--- src/rtl/tfa_pkg.sv ---
package tfa_pkg;

  localparam int PIXEL_W = 8;
  localparam int CFG_W = 15;
  localparam logic [CFG_W-1:0] CFG_RESET = 15'd16384;

  localparam int OUT_DEPTH = 4;
  localparam int OUT_PTR_W = 2;
  localparam int OUT_CNT_W = 3;

  typedef logic [PIXEL_W-1:0] pixel_t;
  typedef logic [OUT_CNT_W-1:0] out_cnt_t;

endpackage

--- src/rtl/tfa_out_fifo.sv ---
module tfa_out_fifo
  import tfa_pkg::*;
(
  input  logic     clk,
  input  logic     rst,
  input  logic     push,
  input  pixel_t   push_data,
  output logic     out_valid,
  input  logic     out_ready,
  output pixel_t   out_data,
  output out_cnt_t count
);

  pixel_t                 mem [OUT_DEPTH];
  logic [OUT_PTR_W-1:0]   wr_ptr;
  logic [OUT_PTR_W-1:0]   rd_ptr;
  logic                   pop;

  assign out_valid = (count != '0);
  assign out_data = mem[rd_ptr];
  assign pop = out_valid && out_ready;

  always_ff @(posedge clk) begin
    if (push) begin
      mem[wr_ptr] <= push_data;
    end
  end

  always_ff @(posedge clk) begin
    if (rst) begin
      wr_ptr <= '0;
      rd_ptr <= '0;
      count <= '0;
    end else begin
      if (push) begin
        wr_ptr <= wr_ptr + 1'b1;
      end
      if (pop) begin
        rd_ptr <= rd_ptr + 1'b1;
      end
      count <= count + out_cnt_t'(push) - out_cnt_t'(pop);
    end
  end

endmodule

--- config.mk ---
export PLATFORM = sky130hd
export DESIGN_NAME = tfa_out_fifo
export DESIGN_NICKNAME = d
export VERILOG_FILES = /design/src/rtl/tfa_pkg.sv /design/src/rtl/tfa_out_fifo.sv
export SDC_FILE = /design/constraint.sdc
export NUM_CORES = 1
export LEC_CHECK = 0
export BUFFER_PORTS_ARGS = -buffer_cell sky130_fd_sc_hd__buf_2
export CAP_MARGIN = 10
export CORE_AREA = 2 2 84 86
export CTS_BUF_LIST = sky130_fd_sc_hd__clkbuf_4
export DETAILED_ROUTE_END_ITERATION = 6
export DIE_AREA = 0 0 86 88
export SLEW_MARGIN = 20
export SYNTH_ARGS = -nofsm -noshare
export SYNTH_HDL_FRONTEND = slang
export SYNTH_SLANG_ARGS = --single-unit
--- constraint.sdc ---
create_clock -name clk -period 2.87 [get_ports clk]
set_clock_uncertainty 0.2 [all_clocks]
set_input_delay 0.1435 -clock clk [delete_from_list [all_inputs] [get_ports clk]]
set_output_delay 0.1435 -clock clk [all_outputs]
set_load 0.01 [all_outputs]
======== Yosys cells after proc, flatten, opt, wreduce, memory -nomap -nowiden ========
Memory sizes are Yosys's and may differ from the RTL's. A register that Yosys moved wholly into a read port is not among the register bits.
Index checks and enable logic that the tools add are counted.
W data, S select, Z words.
storage, ports and cells
  output and inout port bits .............. 12
  logic and storage cells ................. 14
  memories kept ........................... 1
  bits in writable memories ............... 32
  input bits .............................. 12
  bits in registers ....................... 7
cells by class
  $add $sub $neg .......................... 4
  reduce and logical (&&, ||, !) cells .... 2
  multiplexer cells ....................... 4
memory list
  memory  words  width  rd ports  clocked after memory_dff  wr ports  line                RTL
  mem     4      8      1         1                         1         tfa_out_fifo.sv:14  pixel_t mem [OUT_DEPTH];
operator list
  cell                   count
  $add A2 B1 Y2 const B  2
  $mux W2                2
  $add A3 B1 Y3          1
  $reduce_bool A3 Y1     1
  $sub A3 B1 Y3          1
  $mux W1                2
  $logic_and A1 B1 Y1    1

======== Depth between registers and ports, before layout ========
  word-level depth ........................ 4
  depth in mapped cells ................... 7
  gate-level depth less buffers ........... 7

======== Worst setup path after synthesis ========
OpenSTA, ideal clock, no wires.
  path kind ............................... flip-flop to flip-flop
  from .................................... reg count[1]
  to ...................................... reg count[2]
  path buffers ............................ 0
  period minus slack after synthesis ...... 2.080 ns
  required time ........................... 2.544 ns
  stages on the path, launching flop included .. 8
  library setup time ...................... 0.126 ns
  arrival time ............................ 1.754 ns
  path slack .............................. 0.790 ns
  cell sequence ........................... dfxtp_1 o31a_1 ha_1 inv_1 ha_1 fa_1 xor3_1 nor2_1
between the ends
  word-level cells in the longest chain between the ends .. 3
  elaborated cells on any way between the ends .. 4
  classes of those cells .................. add/sub (2); reduce/logical (2)
ends and longest elaborated chain
  item                    line                RTL
  start, declared         tfa_out_fifo.sv:11  output out_cnt_t count
  start signal, assigned  tfa_out_fifo.sv:41  count <= count + out_cnt_t'(push) - out_cnt_t'(pop);
  $reduce_bool A3 Y1      tfa_out_fifo.sv:19  assign out_valid = (count != '0);
  $logic_and A1 B1 Y1     tfa_out_fifo.sv:21  assign pop = out_valid && out_ready;
  via pop                 tfa_out_fifo.sv:17  logic pop;
  $sub A3 B1 Y3           tfa_out_fifo.sv:41
The timed path passes the listed nets, and every way through them passes these cells.
A chain may end at the register's enable or synchronous reset.

======== Final worst setup path ========
Same ends and word-level chain as after synthesis.

==> qor.yml <==
cts_root_buf: "clkbuf_4"
criticalPathCategory: "flop to flop"
grt_start_max_net_pins: 14
crit_path_end_kind: "flop"
chipWidth_um: 86
ys.flop_type: "edfxtp_1"
synth-seq-cells: 41
drt-initial-drc-count: 37
status: "finished, final reports clean"
via_count: 821
r2r_cells: 7
netlist_instances: 87
io_buffers: 23
leakage_nw: 0.726
synth_area_leader_cell: "edfxtp_1"
fin_area_sq_mm: 0.00198
maxCapViolations: 0
synth-seq-area-share_pct: 70.4
async_reset_ff_share_pct: 0
pin_count: 24
drt-total-wl_um: 2550
rows: 30
antenna_left: 0
fin_tns_setup_ps: 0
synth_area_leaders: "edfxtp_1, dfxtp_1, mux4_2"
worstSkewPairLatency_ps: 340
instances_no_fill: 205
worstPathRequired_ps: 2930
max_freq_mhz: 465
synth_nets: 106
maxSlewHeadroom_pct: 64.2
clockBufferDepth: 2
grt_use_total_pct: 7.43
dieArea_sq_mm: 0.00757
placedCellCount: 187
hold_end: "rd_ptr[1]$_SDFFE_PP0P_"
slew_viol_final: 0
synth.distinct_cells: 20
clkSinkCount: 41
use_met1_pct: 8.45
avgSynthCellArea_sq_um: 18.6
dieHeight_um: 88
min_period_over_period_pct: 75.0
gr-total-overflow: 0
drt_pass1_iterations: 3
placed_area_sq_mm: 0.00182
wire_per_inst_um: 12.5
final_nets: 143
routabilityCongestion: 0.643
netlist.area_leader.share_pct: 59.3
fin_crit_ps: 2150
hold_class: "input port to flop"
placement.setup.worst_slack_ps: 724
syn2layout_area_growth_pct: 22.0
worst_pin_slew_ps: 536
holdPathStages: 3
arrival_ps: 2210
initial_core_util_pct: 24.4
hold_viol: 0
drive_above_1_share_pct: 32.0
grt.busiest_layer: "met2"
clk_pin_slew_ps: 120
synth_edf_count: 32
grt_util_met2_pct: 12.6
netlist_area_sq_mm: 0.00162
cts_tree: "done"
core_area_sq_mm: 0.00664
n_antenna_cell: 0
cp-start-kind: "flop"
via_per_inst: 4.00
worstHoldStart: "out_ready"
dp_hpwl_um: 1820
antenna_found_initial: 0
cts_buffers: 5
drc: 0
fin_ws_ps: 719
r2r_slack_ps: 720
r2r_end: "count[2]$_SDFF_PP0_"
cp_max_fo: 6
r2r_start: "count[1]$_SDFF_PP0_"
powerDensity_mw_per_mm2: 697
grt_pass1_wl_um: 4150
use_met3_pct: 3.11
setup_violations: 0
htree_levels: 2
rsz0062_at_grt: "no"
yosys_warnings: 0
vdd_ir_drop_max_mv: 0.352
first_global_vias: 885
postCtsSetupBuffers: 0
## cell usage in the layout (no fill, tap or decap)
cell type,instances
edfxtp_1,32
buf_2,23
dlygate4sd3_1,10
dfxtp_1,9
mux4_2,8
inv_1,6
ha_1,6
nor2_1,5
clkbuf_4,5
and2_1,4
nor2b_1,4
mux2_1,2
clkinv_2,2
o31a_1,1
or3_1,1
xnor2_1,1
o311ai_0,1
mux2_2,1
xor3_1,1
mux2i_1,1
fa_1,1
inv_4,1
## synthesized netlist by cell type (2+ instances only)
cell type	instances
and2_1	4
dfxtp_1	9
edfxtp_1	32
ha_1	6
inv_1	6
mux2_1	2
mux4_2	8
nor2_1	5
nor2b_1	4
## state kept, by name, summed over array words and instances (netlist names), named ones only
signal,flops
count,3
mem,32
wr_ptr,2
rd_ptr,2
## cells by family after synthesis
group                    synth area share [%]
AND/OR/NAND/NOR                          4.63
AO/OA/AOI/OAI                            1.08
multiplexers                             13.8
buffers and inverters                    2.16
adder cells (fa/ha/maj)                  5.87
XOR/XNOR                                 2.01
flip-flops                               70.4
## layout make-up
class / instances / area, sq um
flip-flops and latches: 41 / 1140
clock inverters: 3 / 16.3
well taps: 80 / 100
fillers: 653 / 4670
clock buffers: 5 / 37.5
repair buffers: 33 / 215
inverters: 6 / 22.5
multi-input cells: 37 / 444
## per-stage QoR
step | hold slack (ps) | utilization, % | total power [mW]
6_report | 38.7 | 29.8 | 1.38
5_1_grt | 53.9 | 29.8 | 1.47
4_1_cts | 39.5 | 29.8 | 1.40
3_5_place_dp | 164 | 27.4 | 1.12
3_3_place_gp | 155 | 27.4 | 1.10
2_1_floorplan | 42.4 | - | 0.997
## per-layer routing
| layer | share of wire [%] | vias to the layer above |
|---|---|---|
| met5 | 0 | - |
| met4 | 1.3 | 0 |
| met3 | 6.0 | 6 |
| met2 | 51 | 22 |
| met1 | 41 | 394 |
| li1 | - | 399 |
## worst max path at each step
stage,start,to,slack (ps),cells past startpoint
after floorplan,count[1]$_SDFF_PP0_,count[2]$_SDFF_PP0_,790,7
after global placement,count[1]$_SDFF_PP0_,count[2]$_SDFF_PP0_,810,7
after detailed placement,count[1]$_SDFF_PP0_,count[2]$_SDFF_PP0_,720,7
after CTS,flop,out_data[2],680,2
after global routing,flop,out_data[1],600,2
final,count[1]$_SDFF_PP0_,count[2]$_SDFF_PP0_,720,7
## worst max-delay path: stages (launching register included)
cell and delay, ps:
dfxtp_1 380, o31a_1 360, ha_1 290, inv_1 40, ha_1 180, fa_1 380
xor3_1 200, nor2_1 40
## power by group
part           switching (mW)  internal (mW)  total [mW]
clock                   0.182         0.0933       0.275
sequential             0.0618          0.697       0.759
combinational           0.143          0.201       0.344
total                   0.386          0.991        1.38
## what timing repair did
item | CTS | global route
hold buffers | 10 | 0
hold endpoints to repair | 37 | 0
gates resized for setup | 0 | 0
Power figures use the tool's default switching activity.
