File: config.mk
export PLATFORM = sky130hd
export DESIGN_NAME = tfa_ram
export DESIGN_NICKNAME = d
export VERILOG_FILES = /design/src/rtl/tfa_ram.sv
export SDC_FILE = /design/constraint.sdc
export NUM_CORES = 1
export LEC_CHECK = 0
export BUFFER_PORTS_ARGS = -buffer_cell sky130_fd_sc_hd__buf_2
export CAP_MARGIN = 25
export CORE_ASPECT_RATIO = 1.2
export CORE_MARGIN = 8
export CORE_UTILIZATION = 54
export CTS_BUF_LIST = sky130_fd_sc_hd__clkbuf_16
export CTS_CLUSTER_DIAMETER = 80
export DETAILED_ROUTE_END_ITERATION = 10
export PLACE_DENSITY = 0.76
export SYNTH_ARGS = -nofsm -noshare
export SYNTH_HDL_FRONTEND = slang
export SYNTH_SLANG_ARGS = --single-unit
File: constraint.sdc
create_clock -name clk -period 1.55 [get_ports clk]
set_input_delay 0.155 -clock clk [delete_from_list [all_inputs] [get_ports clk]]
set_output_delay 0.155 -clock clk [all_outputs]
set_load 0.005 [all_outputs]
File: src/rtl/tfa_ram.sv
module tfa_ram #(
  parameter int WIDTH = 8,
  parameter int DEPTH = 16,
  parameter int ADDR_W = 4
) (
  input  logic              clk,
  input  logic              we,
  input  logic [ADDR_W-1:0] waddr,
  input  logic [WIDTH-1:0]  wdata,
  input  logic [ADDR_W-1:0] raddr,
  output logic [WIDTH-1:0]  rdata
);

  logic [WIDTH-1:0] mem [DEPTH];

  always_ff @(posedge clk) begin
    if (we) begin
      mem[waddr] <= wdata;
    end
  end

  always_ff @(posedge clk) begin
    rdata <= mem[raddr];
  end

endmodule

## Word-level counts from Yosys, hierarchy flattened

Memories as Yosys holds them, arrays and structs flattened. A register that Yosys moved wholly into a read port is not among the register bits.
Cells that the tools add are included.

| word-level totals | value |
|---|---|
| register bits | 0 |
| memory bits (writable) | 128 |
| bits of input ports | 18 |
| output and inout bits | 8 |
| memories kept | 1 |

Memories:

| name | depth | width | rd ports | clocked after memory_dff | write ports | RTL line | RTL |
|---|---|---|---|---|---|---|---|
| mem | 16 | 8 | 1 | 1 | 1 | 14 | `logic [WIDTH-1:0] mem [DEPTH];` |

| operators by class | value |
|---|---|
| multiplexer cells | 2 |

Operator list:

| operator | count |
|---|---|
| $mux 1 | 2 |

## Longest topological paths before layout

Gate-level depths: netlist of run 1.

| depth | value |
|---|---|
| depth in word-level cells | 2 |
| gate-level depth with buffers | 5 |
| mapped depth without buffers | 3 |

## Worst setup path before layout of run 1

Ideal clock, no wire load.

| timing path | value |
|---|---|
| path type | input -> register |
| start | input port waddr[2] |
| end | memory mem[0][0], enable pin |
| setup time | 0.383 ns |
| arrival time | 1.265 ns |
| data required time | 1.167 ns |
| slack | -0.098 ns |
| stages | 2 |
| buffers on the path | 0 |
| path through | or3b_2 nor3_1 |

RTL lines:

| element | RTL line | RTL |
|---|---|---|
| start: declaration | 8 | `input logic [ADDR_W-1:0] waddr,` |
| end: declaration | 14 |  |

Straight into the memory's write port.

==> results of run 1 <==
==> registers in the layout (all words and copies together) (netlist names) <==
signal,flops
mem,128
rdata,8
==> final cells by class <==
| type | instances | area [µm²] | share of cell area [%] |
|---|---|---|---|
| repair buffers | 47 | 340 | 5.52 |
| well taps | 123 | 154 | 2.49 |
| flip-flops and latches | 136 | 4000 | 64.9 |
| multi-input cells | 83 | 1060 | 17.2 |
| clock inverters | 15 | 184 | 2.98 |
| clock buffers | 17 | 425 | 6.90 |
==> report_power, final <==
group | internal (mW) | switching (mW)
clock | 2.66 | 1.43
combinational | 0.178 | 0.210
sequential | 4.11 | 0.0258
==> per-layer routing <==
metal,part of all wire [%],up-vias
met5,0,-
met4,1.9,0
met3,4.2,15
met2,51,76
met1,43,1248
li1,-,1088
==> layout by cell type (no fill, tap or decap), drive strengths merged <==
cell type / n
edfxtp: 128
buf: 47
mux4: 32
clkbuf: 17
a22oi: 16
nor2: 13
nand2: 9
dfxtp: 8
clkinv: 6
clkinvlp: 5
bufinv: 4
nor3: 4
nand3b: 2
nand2b: 2
nor2b: 1
and2: 1
and2b: 1
nand3: 1
or3b: 1
==> final timing paths <==
kind / cells past startpoint / slack, ns / endpoint
setup / recovery: 3 / 0.13 / rdata[5]$_DFF_P_
hold reg to reg: 3 / 0.67 / rdata[3]$_DFF_P_
hold / removal: 1 / 0.12 / mem[12][4]$_DFFE_PP_
setup reg to reg: 3 / 0.13 / rdata[5]$_DFF_P_
==> worst reg2reg max path, cell delays in order (launching register included) <==
cell and delay [ns]:
edfxtp_1 0.41, mux4_1 0.57, a22oi_1 0.24, nand2_1 0.08
==> kinds of logic (layout without fill, tap and decap cells) <==
logic type	count (synthesis)	count (layout)
buffers and inverters	10	79
AO/OA/AOI/OAI	16	16
multiplexers	32	32
AND/OR/NAND/NOR	35	35
flip-flops	136	136
==> impl_metrics.yaml, run 1 <==
run_status:
  status: "finished clean"
sta:
  final-hold-violation-count: 0
  rsz0062_at_grt: "false"
  tns_ns: 0
  worst_slew_margin_rel_pct: 49.0
  finClkSkew_ns: 0.00549
  fin_crit_ns: 1.42
  whs_ns: 0.125
  fin_crit_sh_pct: 91.5
  worst_pin_slew_ns: 0.763
  timing.fmax_mhz: 705
  timing.final.max_slew_violations: 0
  fin_ws_ns: 0.131
  setup_violations: 0
yosys:
  synth-simple-area-share_pct: 3.18
  syn-num-nets: 247
  synth_top_family_by_area: "multiplexers"
  synthDistinctLibCells: 19
  ys.warnings.count: 0
  yosys.area.top_type_share_pct: 74.7
  synth-compound-area-share_pct: 2.33
  netlist_instances: 229
  seq_area_frac_synth_pct: 77.8
  synth_common_cells: "128 x edfxtp_1, 18 x mux4_2, 16 x a22oi_1"
  ys_ff_latch: 136
  synth_area_um2: 5150
  synth-edff-count: 128
  yosys.area.top_type: "edfxtp_1"
  synth_mux_area_share_pct: 15.0
  synthMostInstantiatedCell: "edfxtp_1"
  synthFlopType: "edfxtp_1"
  synth_area_leaders: "edfxtp_1 75%, mux4_2 7.9%, mux4_1 7.1%"
  synthArstFlopShare_pct: 0
  synth_xor_xnor_area_share_pct: 0
  synth_fa_ha_area_share_pct: 0
  syn_area_per_cell_um2: 22.5
hold_path:
  holdCritStartpoint: "wdata[4]"
  hold_class: "in2reg"
routing:
  via_per_inst: 5.76
  vias: 2427
  drt-total-wl_um: 9920
  ant_nets: 0
  post_drt_wl_per_cell_um: 23.6
  dr.first_iter.drc_count: 197
  drt_pass1_iterations: 4
  drc: 0
clock_tree:
  cts_buffers: 17
  tritoncts: "done"
  cts.repair.resized: 0
  cts_root_buf: "clkbuf_16"
  clk_pin_slew_ns: 0.06
  htree_levels: 4
  clock_sinks: 136
  post_cts_buffers: 0
  cts_hold_buffers: 0
  insertion_delay_ns: 0.41
  clk_path_buf_depth: 2
grt:
  grt_usage_pct: 16.4
  grt_max_degree: 33
  grt_antenna_before_repair: 0
  gr-total-overflow: 0
  grtUsageMet1_pct: 21.3
  grt_busiest_layer: "met2"
  grtUsageMet2_pct: 25.8
  met3_usage_pct: 4.01
  grt_pass1_wl_um: 15100
  grt_pass1_vias: 2462
finish:
  diodes: 0
  area_growth_pct: 19.9
  n_fill_cell: 623
  stdcell_count: 421
  fin_area_um2: 6170
  final_core_utilization_pct: 65.5
  final_nets: 303
  drive_gt1_share_pct: 32.2
die:
  die_area_um2: 12900
  io_pins: 26
  core-area_um2: 9420
  die_h_um: 123
  start_util_pct: 54.7
  fp.dieW_um: 105
  row_count: 39
critical_path:
  critPathMaxFanout: 1
  path_class: "reg2reg"
  crit_path_end_kind: "flop"
  worstPathBufferInverterCount: 0
  worst_r2r_startpoint: "mem[1][5]$_DFFE_PP_"
  critPathMaxStageDelay_ns: 0.57
  arrival_ns: 1.70
  start_kind: "flop"
  crit_path_start: "mem[1][5]$_DFFE_PP_"
  cp.required_ns: 1.84
  crit_slowest_cell: "mux4_1"
  cp_cell_sequence: "mux4_1 > a22oi_1 > nand2_1"
  cpLargestDelayFamily: "multiplexers"
job:
  drv_cap: 0
placement:
  place_area_um2: 5560
  place_inst: 389
  port-buffer-count: 25
  hpwl_um: 5910
  routabilityCongestion: 0.729
  place_ws_ns: -0.00469
power:
  p_total_mw: 8.62
  power.density_nw_per_um2: 1400
  p_leak_nw: 2.11
  ir_worst_vdd_mv: 0.945
(Power assumes the default switching activity.)
==> run 2: changes to the inputs <==
- MAX_ROUTING_LAYER: unset -> met4
==> run 2 against run 1 <==
  * Via count is 0.41% lower
  * Cell count stayed put
  * Cell area stayed put
  * Die area stayed put
  * Core utilization stayed put
  * Setup slack better by 0.0013 ns
  * Clock power hardly changed
  * Register-to-register slack hardly changed
  * Maximum frequency hardly changed
  * First-iteration DRC count is 14% higher
  * Flip-flop and latch count stayed put
  * Largest cell class unchanged
  * Largest power group unchanged
==> impl_metrics.yaml, run 2 (synthesized netlist as in run 1, its figures left out) <==
clock_tree:
  cts_hold_buffers: 0
  cts.repair.resized: 0
  clk_pin_slew_ns: 0.06
  cts_buffers: 17
  cts_root_buf: "clkbuf_16"
  clk_path_buf_depth: 2
  insertion_delay_ns: 0.41
  tritoncts: "done"
  clock_sinks: 136
  htree_levels: 4
  post_cts_buffers: 0
sta:
  fin_ws_ns: 0.133
  finClkSkew_ns: 0.00912
  worst_pin_slew_ns: 0.768
  fin_crit_ns: 1.42
  timing.final.max_slew_violations: 0
  final-hold-violation-count: 0
  tns_ns: 0
  timing.fmax_mhz: 706
  fin_crit_sh_pct: 91.4
  rsz0062_at_grt: "false"
  worst_slew_margin_rel_pct: 48.7
  setup_violations: 0
routing:
  ant_nets: 0
  post_drt_wl_per_cell_um: 23.5
  dr.first_iter.drc_count: 224
  drt-total-wl_um: 9900
  vias: 2417
  via_per_inst: 5.74
  drt_pass1_iterations: 4
  drc: 0
grt:
  grt_antenna_before_repair: 0
  grt_usage_pct: 17.0
  grt_pass1_vias: 2460
  grt_max_degree: 33
  grt_pass1_wl_um: 15100
  gr-total-overflow: 0
finish:
  reg_top3: "mem x128, rdata x8"
  largest_reg_flops: 128
  final_nets: 303
  drive_gt1_share_pct: 32.2
  diodes: 0
  area_growth_pct: 19.9
  mostFrequentLayoutCell: "edfxtp_1"
  top_register: "mem"
  layout.cells.most_common_list: "128 x edfxtp_1, 25 x buf_2, 18 x mux4_2, 18 x buf_4, 17 x clkbuf_16"
die:
  die_h_um: 123
  fp.dieW_um: 105
  io_pins: 26
  die_area_um2: 12900
  core-area_um2: 9420
  row_count: 39
  start_util_pct: 54.7
critical_path:
  critPathMaxStageDelay_ns: 0.57
  start_kind: "flop"
  crit_path_end_kind: "flop"
  cp.required_ns: 1.84
  arrival_ns: 1.70
  critPathMaxFanout: 1
  cp_cell_sequence: "mux4_1 > a22oi_1 > nand2_1"
  crit_path_start: "mem[1][5]$_DFFE_PP_"
  crit_slowest_cell: "mux4_1"
  worst_r2r_startpoint: "mem[1][5]$_DFFE_PP_"
  path_class: "reg2reg"
placement:
  routabilityCongestion: 0.737
  place_ws_ns: -0.00469
  hpwl_um: 5910
  port-buffer-count: 25
run_status:
  status: "finished clean"
power:
  power.density_nw_per_um2: 1400
  p_leak_nw: 2.11
  ir_worst_vdd_mv: 0.940
  p_total_mw: 8.62
hold_path:
  hold_class: "in2reg"
  holdCritStartpoint: "wdata[4]"
job:
  drv_cap: 0
-- run 2: cell counts in the layout (fill, tap and decap cells not counted) --
Identical to the previous run, type by type.
-- run 2: final timing paths --
| kind | slack, ns | end | depth (start not counted) |
|---|---|---|---|
| worst max-delay path | 0.13 | rdata[5]$_DFF_P_ | 3 |
| worst min-delay path | 0.12 | mem[12][4]$_DFFE_PP_ | 1 |
| worst max register to register | 0.13 | rdata[5]$_DFF_P_ | 3 |
| worst min register to register | 0.67 | rdata[3]$_DFF_P_ | 3 |
-- run 2: worst max-delay path, delay by kind of cell, from the launching register on --
family | cells | cell delay (ns)
AND/OR/NAND/NOR | 1 | 0.08
flip-flops | 1 | 0.41
multiplexers | 1 | 0.57
AO/OA/AOI/OAI | 1 | 0.23
-- run 2: area by class of cell --
class                           count  area, µm²
Clock inverter                     15        184
Clock buffer                       17        425
Tap cell                          123        154
Multi-Input combinational cell     83       1060
Fill cell                         623       3250
Sequential cell                   136       4000
Timing Repair Buffer               47        340
-- run 2: power breakdown --
part / internal [mW] / switching, mW / total, mW
clock network: 2.66 / 1.44 / 4.09
registers: 4.11 / 0.0260 / 4.14
logic: 0.178 / 0.208 / 0.386
total: 6.95 / 1.67 / 8.62
-- run 2: per-stage QoR --
stage	cell area, µm²	hold WS (ns)	std cells	utilization [%]
6_report	6170	0.118	421	65.5
5_1_grt	6170	0.128	421	65.5
4_1_cts	6170	0.114	421	65.5
3_5_place_dp	5560	0.540	389	59.0
3_3_place_gp	5560	0.539	389	59.0
2_1_floorplan	5150	0.254	229	-
-- run 2: metal layers --
layer / vias up / track usage [%] / part of all wire [%]
met1: 1241 / 21.0 / 43
met2: 77 / 26.0 / 51
met3: 13 / 4.22 / 3.9
met4: 0 / 8.13 / 1.8
met5: - / - / 0
li1: 1086 / - / -
==> run 3: changes to the inputs <==
- GPL_TIMING_DRIVEN: unset -> 0
==> run 3 against run 2 <==
  * Clock power shrank 16%
  * Via count grew 2.6%
  * Cell area fell by 3.3%
  * Power is 7.5% lower
  * Critical path depth unchanged
  * Clock skew fell by 0.0029 ns
  * Sequential power barely moved
  * Combinational power hardly changed
  * Largest cell class unchanged
  * Critical endpoint is now mem[0][7]$_DFFE_PP_
  * Register-to-register slack hardly changed
  * Worst hold slack improved by 0.016 ns
==> impl_metrics.yaml, run 3 (synthesized netlist as in run 1, its figures left out) <==
sta:
  final-hold-violation-count: 0
  finClkSkew_ns: 0.00624
  worst_slew_margin_rel_pct: 37.3
  fin_crit_ns: 1.48
  fin_crit_sh_pct: 95.5
  fin_ws_ns: 0.0698
  timing.final.max_slew_violations: 0
  rsz0062_at_grt: "false"
  setup_violations: 0
  worst_pin_slew_ns: 0.938
  timing.fmax_mhz: 676
grt:
  grt_pass1_vias: 2604
  grt_usage_pct: 18.0
  grt_antenna_before_repair: 0
  gr-total-overflow: 0
  grt_max_degree: 17
  grt_pass1_wl_um: 15800
die:
  start_util_pct: 54.7
  die_h_um: 123
  io_pins: 26
  row_count: 39
  fp.dieW_um: 105
  core-area_um2: 9420
  die_area_um2: 12900
critical_path:
  path_class: "in2reg"
  worst_r2r_startpoint: "mem[7][0]$_DFFE_PP_"
  regToRegEndpoint: "rdata[0]$_DFF_P_"
  rr_worst_depth: 3
  cp.required_ns: 1.57
  start_kind: "input pin"
  r2r_slack_ns: 0.13
  crit_path_end_kind: "flop"
  arrival_ns: 1.50
  critPathMaxFanout: 8
clock_tree:
  cts_buffers: 17
  clk_pin_slew_ns: 0.06
  post_cts_buffers: 0
  clk_path_buf_depth: 2
  htree_levels: 4
  cts_root_buf: "clkbuf_16"
  insertion_delay_ns: 0.40
  clock_sinks: 136
  tritoncts: "done"
power:
  p_total_mw: 7.98
  power.density_nw_per_um2: 1340
  ir_worst_vdd_mv: 0.983
  combPwrFrac_pct: 4.8
  intPower_mw: 6.41
  power.clock.fraction_pct: 43.3
  p_leak_nw: 2.03
  switching_power_mw: 1.57
  seqPwrFrac_pct: 51.9
  swShare_pct: 19.7
finish:
  final_nets: 293
  area_growth_pct: 15.9
  top_register: "mem"
  reg_top3: "mem x128, rdata x8"
  stdcell_count: 411
  diodes: 0
  mostFrequentLayoutCell: "edfxtp_1"
  drive_gt1_share_pct: 28.1
  largest_reg_flops: 128
  layout.cells.most_common_list: "128 x edfxtp_1, 28 x buf_2, 18 x mux4_2, 17 x clkbuf_16, 16 x a22oi_1"
hold_path:
  hold_depth: 1
  holdCritStartpoint: "wdata[6]"
  hold_end: "mem[10][6]$_DFFE_PP_"
  hold_class: "in2reg"
run_status:
  status: "finished clean"
routing:
  post_drt_wl_per_cell_um: 25.1
  drc: 0
  ant_nets: 0
  via_per_inst: 6.03
  vias: 2479
  drt_pass1_iterations: 4
  dr.first_iter.drc_count: 199
  drt-total-wl_um: 10300
job:
  drv_cap: 0
placement:
  routabilityCongestion: 0.793
  port-buffer-count: 24
  place_inst: 379
  hpwl_um: 6410
  place_ws_ns: -0.386
## run 3: changes by cell type in the layout (fill, tap and decap cells not counted), sizes merged
cell,delta
clkinvlp,-4
bufinv,-3
buf,-13
clkinv,-1
inv,+8
clkdlybuf4s25,+3
## run 3: stage by stage
| stage | hold WS [ns] | util, % | setup TNS, ns | area, µm² |
|---|---|---|---|---|
| after floorplan | 0.254 | - | 0 | 5150 |
| after global placement | 0.534 | 57.6 | -19.50 | 5430 |
| after detailed placement | 0.533 | 57.8 | -13.79 | 5450 |
| after CTS | 0.127 | 63.3 | 0 | 5970 |
| after global routing | 0.135 | 63.4 | 0 | 5970 |
| final | 0.134 | 63.4 | 0 | 5970 |
## run 3: how the worst max path moves through the flow
| stage | from | to | slack [ns] | depth (start not counted) |
|---|---|---|---|---|
| finish | waddr[2] | mem[0][7]$_DFFE_PP_ | 0.07 | 3 |
| global route | waddr[2] | mem[0][7]$_DFFE_PP_ | 0.02 | 3 |
| CTS | waddr[2] | mem[1][7]$_DFFE_PP_ | 0.07 | 3 |
| detailed placement | waddr[2] | mem[3][2]$_DFFE_PP_ | -0.39 | 3 |
| global placement | waddr[2] | mem[8][3]$_DFFE_PP_ | -0.44 | 3 |
| floorplan | waddr[2] | mem[3][0]$_DFFE_PP_ | 0.13 | 2 |
## run 3: power by group through the flow
| stage | Combinational, mW | Sequential (mW) | Clock (mW) |
|---|---|---|---|
| 2_1_floorplan | 0.209 | 4.21 | 0 |
| 3_3_place_gp | 0.371 | 4.20 | 0 |
| 3_5_place_dp | 0.388 | 4.21 | 0 |
| 4_1_cts | 0.393 | 4.14 | 3.50 |
| 5_1_grt | 0.419 | 4.14 | 3.66 |
| 6_report | 0.386 | 4.14 | 3.45 |
## run 3: final cells by class
cell class              count  area (µm²)
plain buffers              10        86.3
multi-input cells          83        1070
well taps                 123         154
clock inverters            15        88.8
flip-flops and latches    136        4000
clock buffers              17         425
repair buffers             27         140
fillers                   634        3450
## run 3: layer usage
metal	share of wire [%]	track usage, %	vias to the layer above	wire (µm)
li1	-	-	1062	-
met1	40	21.2	1285	4150
met2	51	28.0	110	5260
met3	5.6	4.43	22	582
met4	3.1	10.1	0	322
met5	0	-	-	0
## run 3: what timing repair did
action                     4_1_cts  5_1_grt
hold buffers                     0        0
setup endpoints to repair       13        3
resized for setup                2        1
gates cloned                     0        0
## run 3: worst max-delay path: stages
cell	delay, ns
buf_2	0.11
or3b_2	0.55
nor3_2	0.68
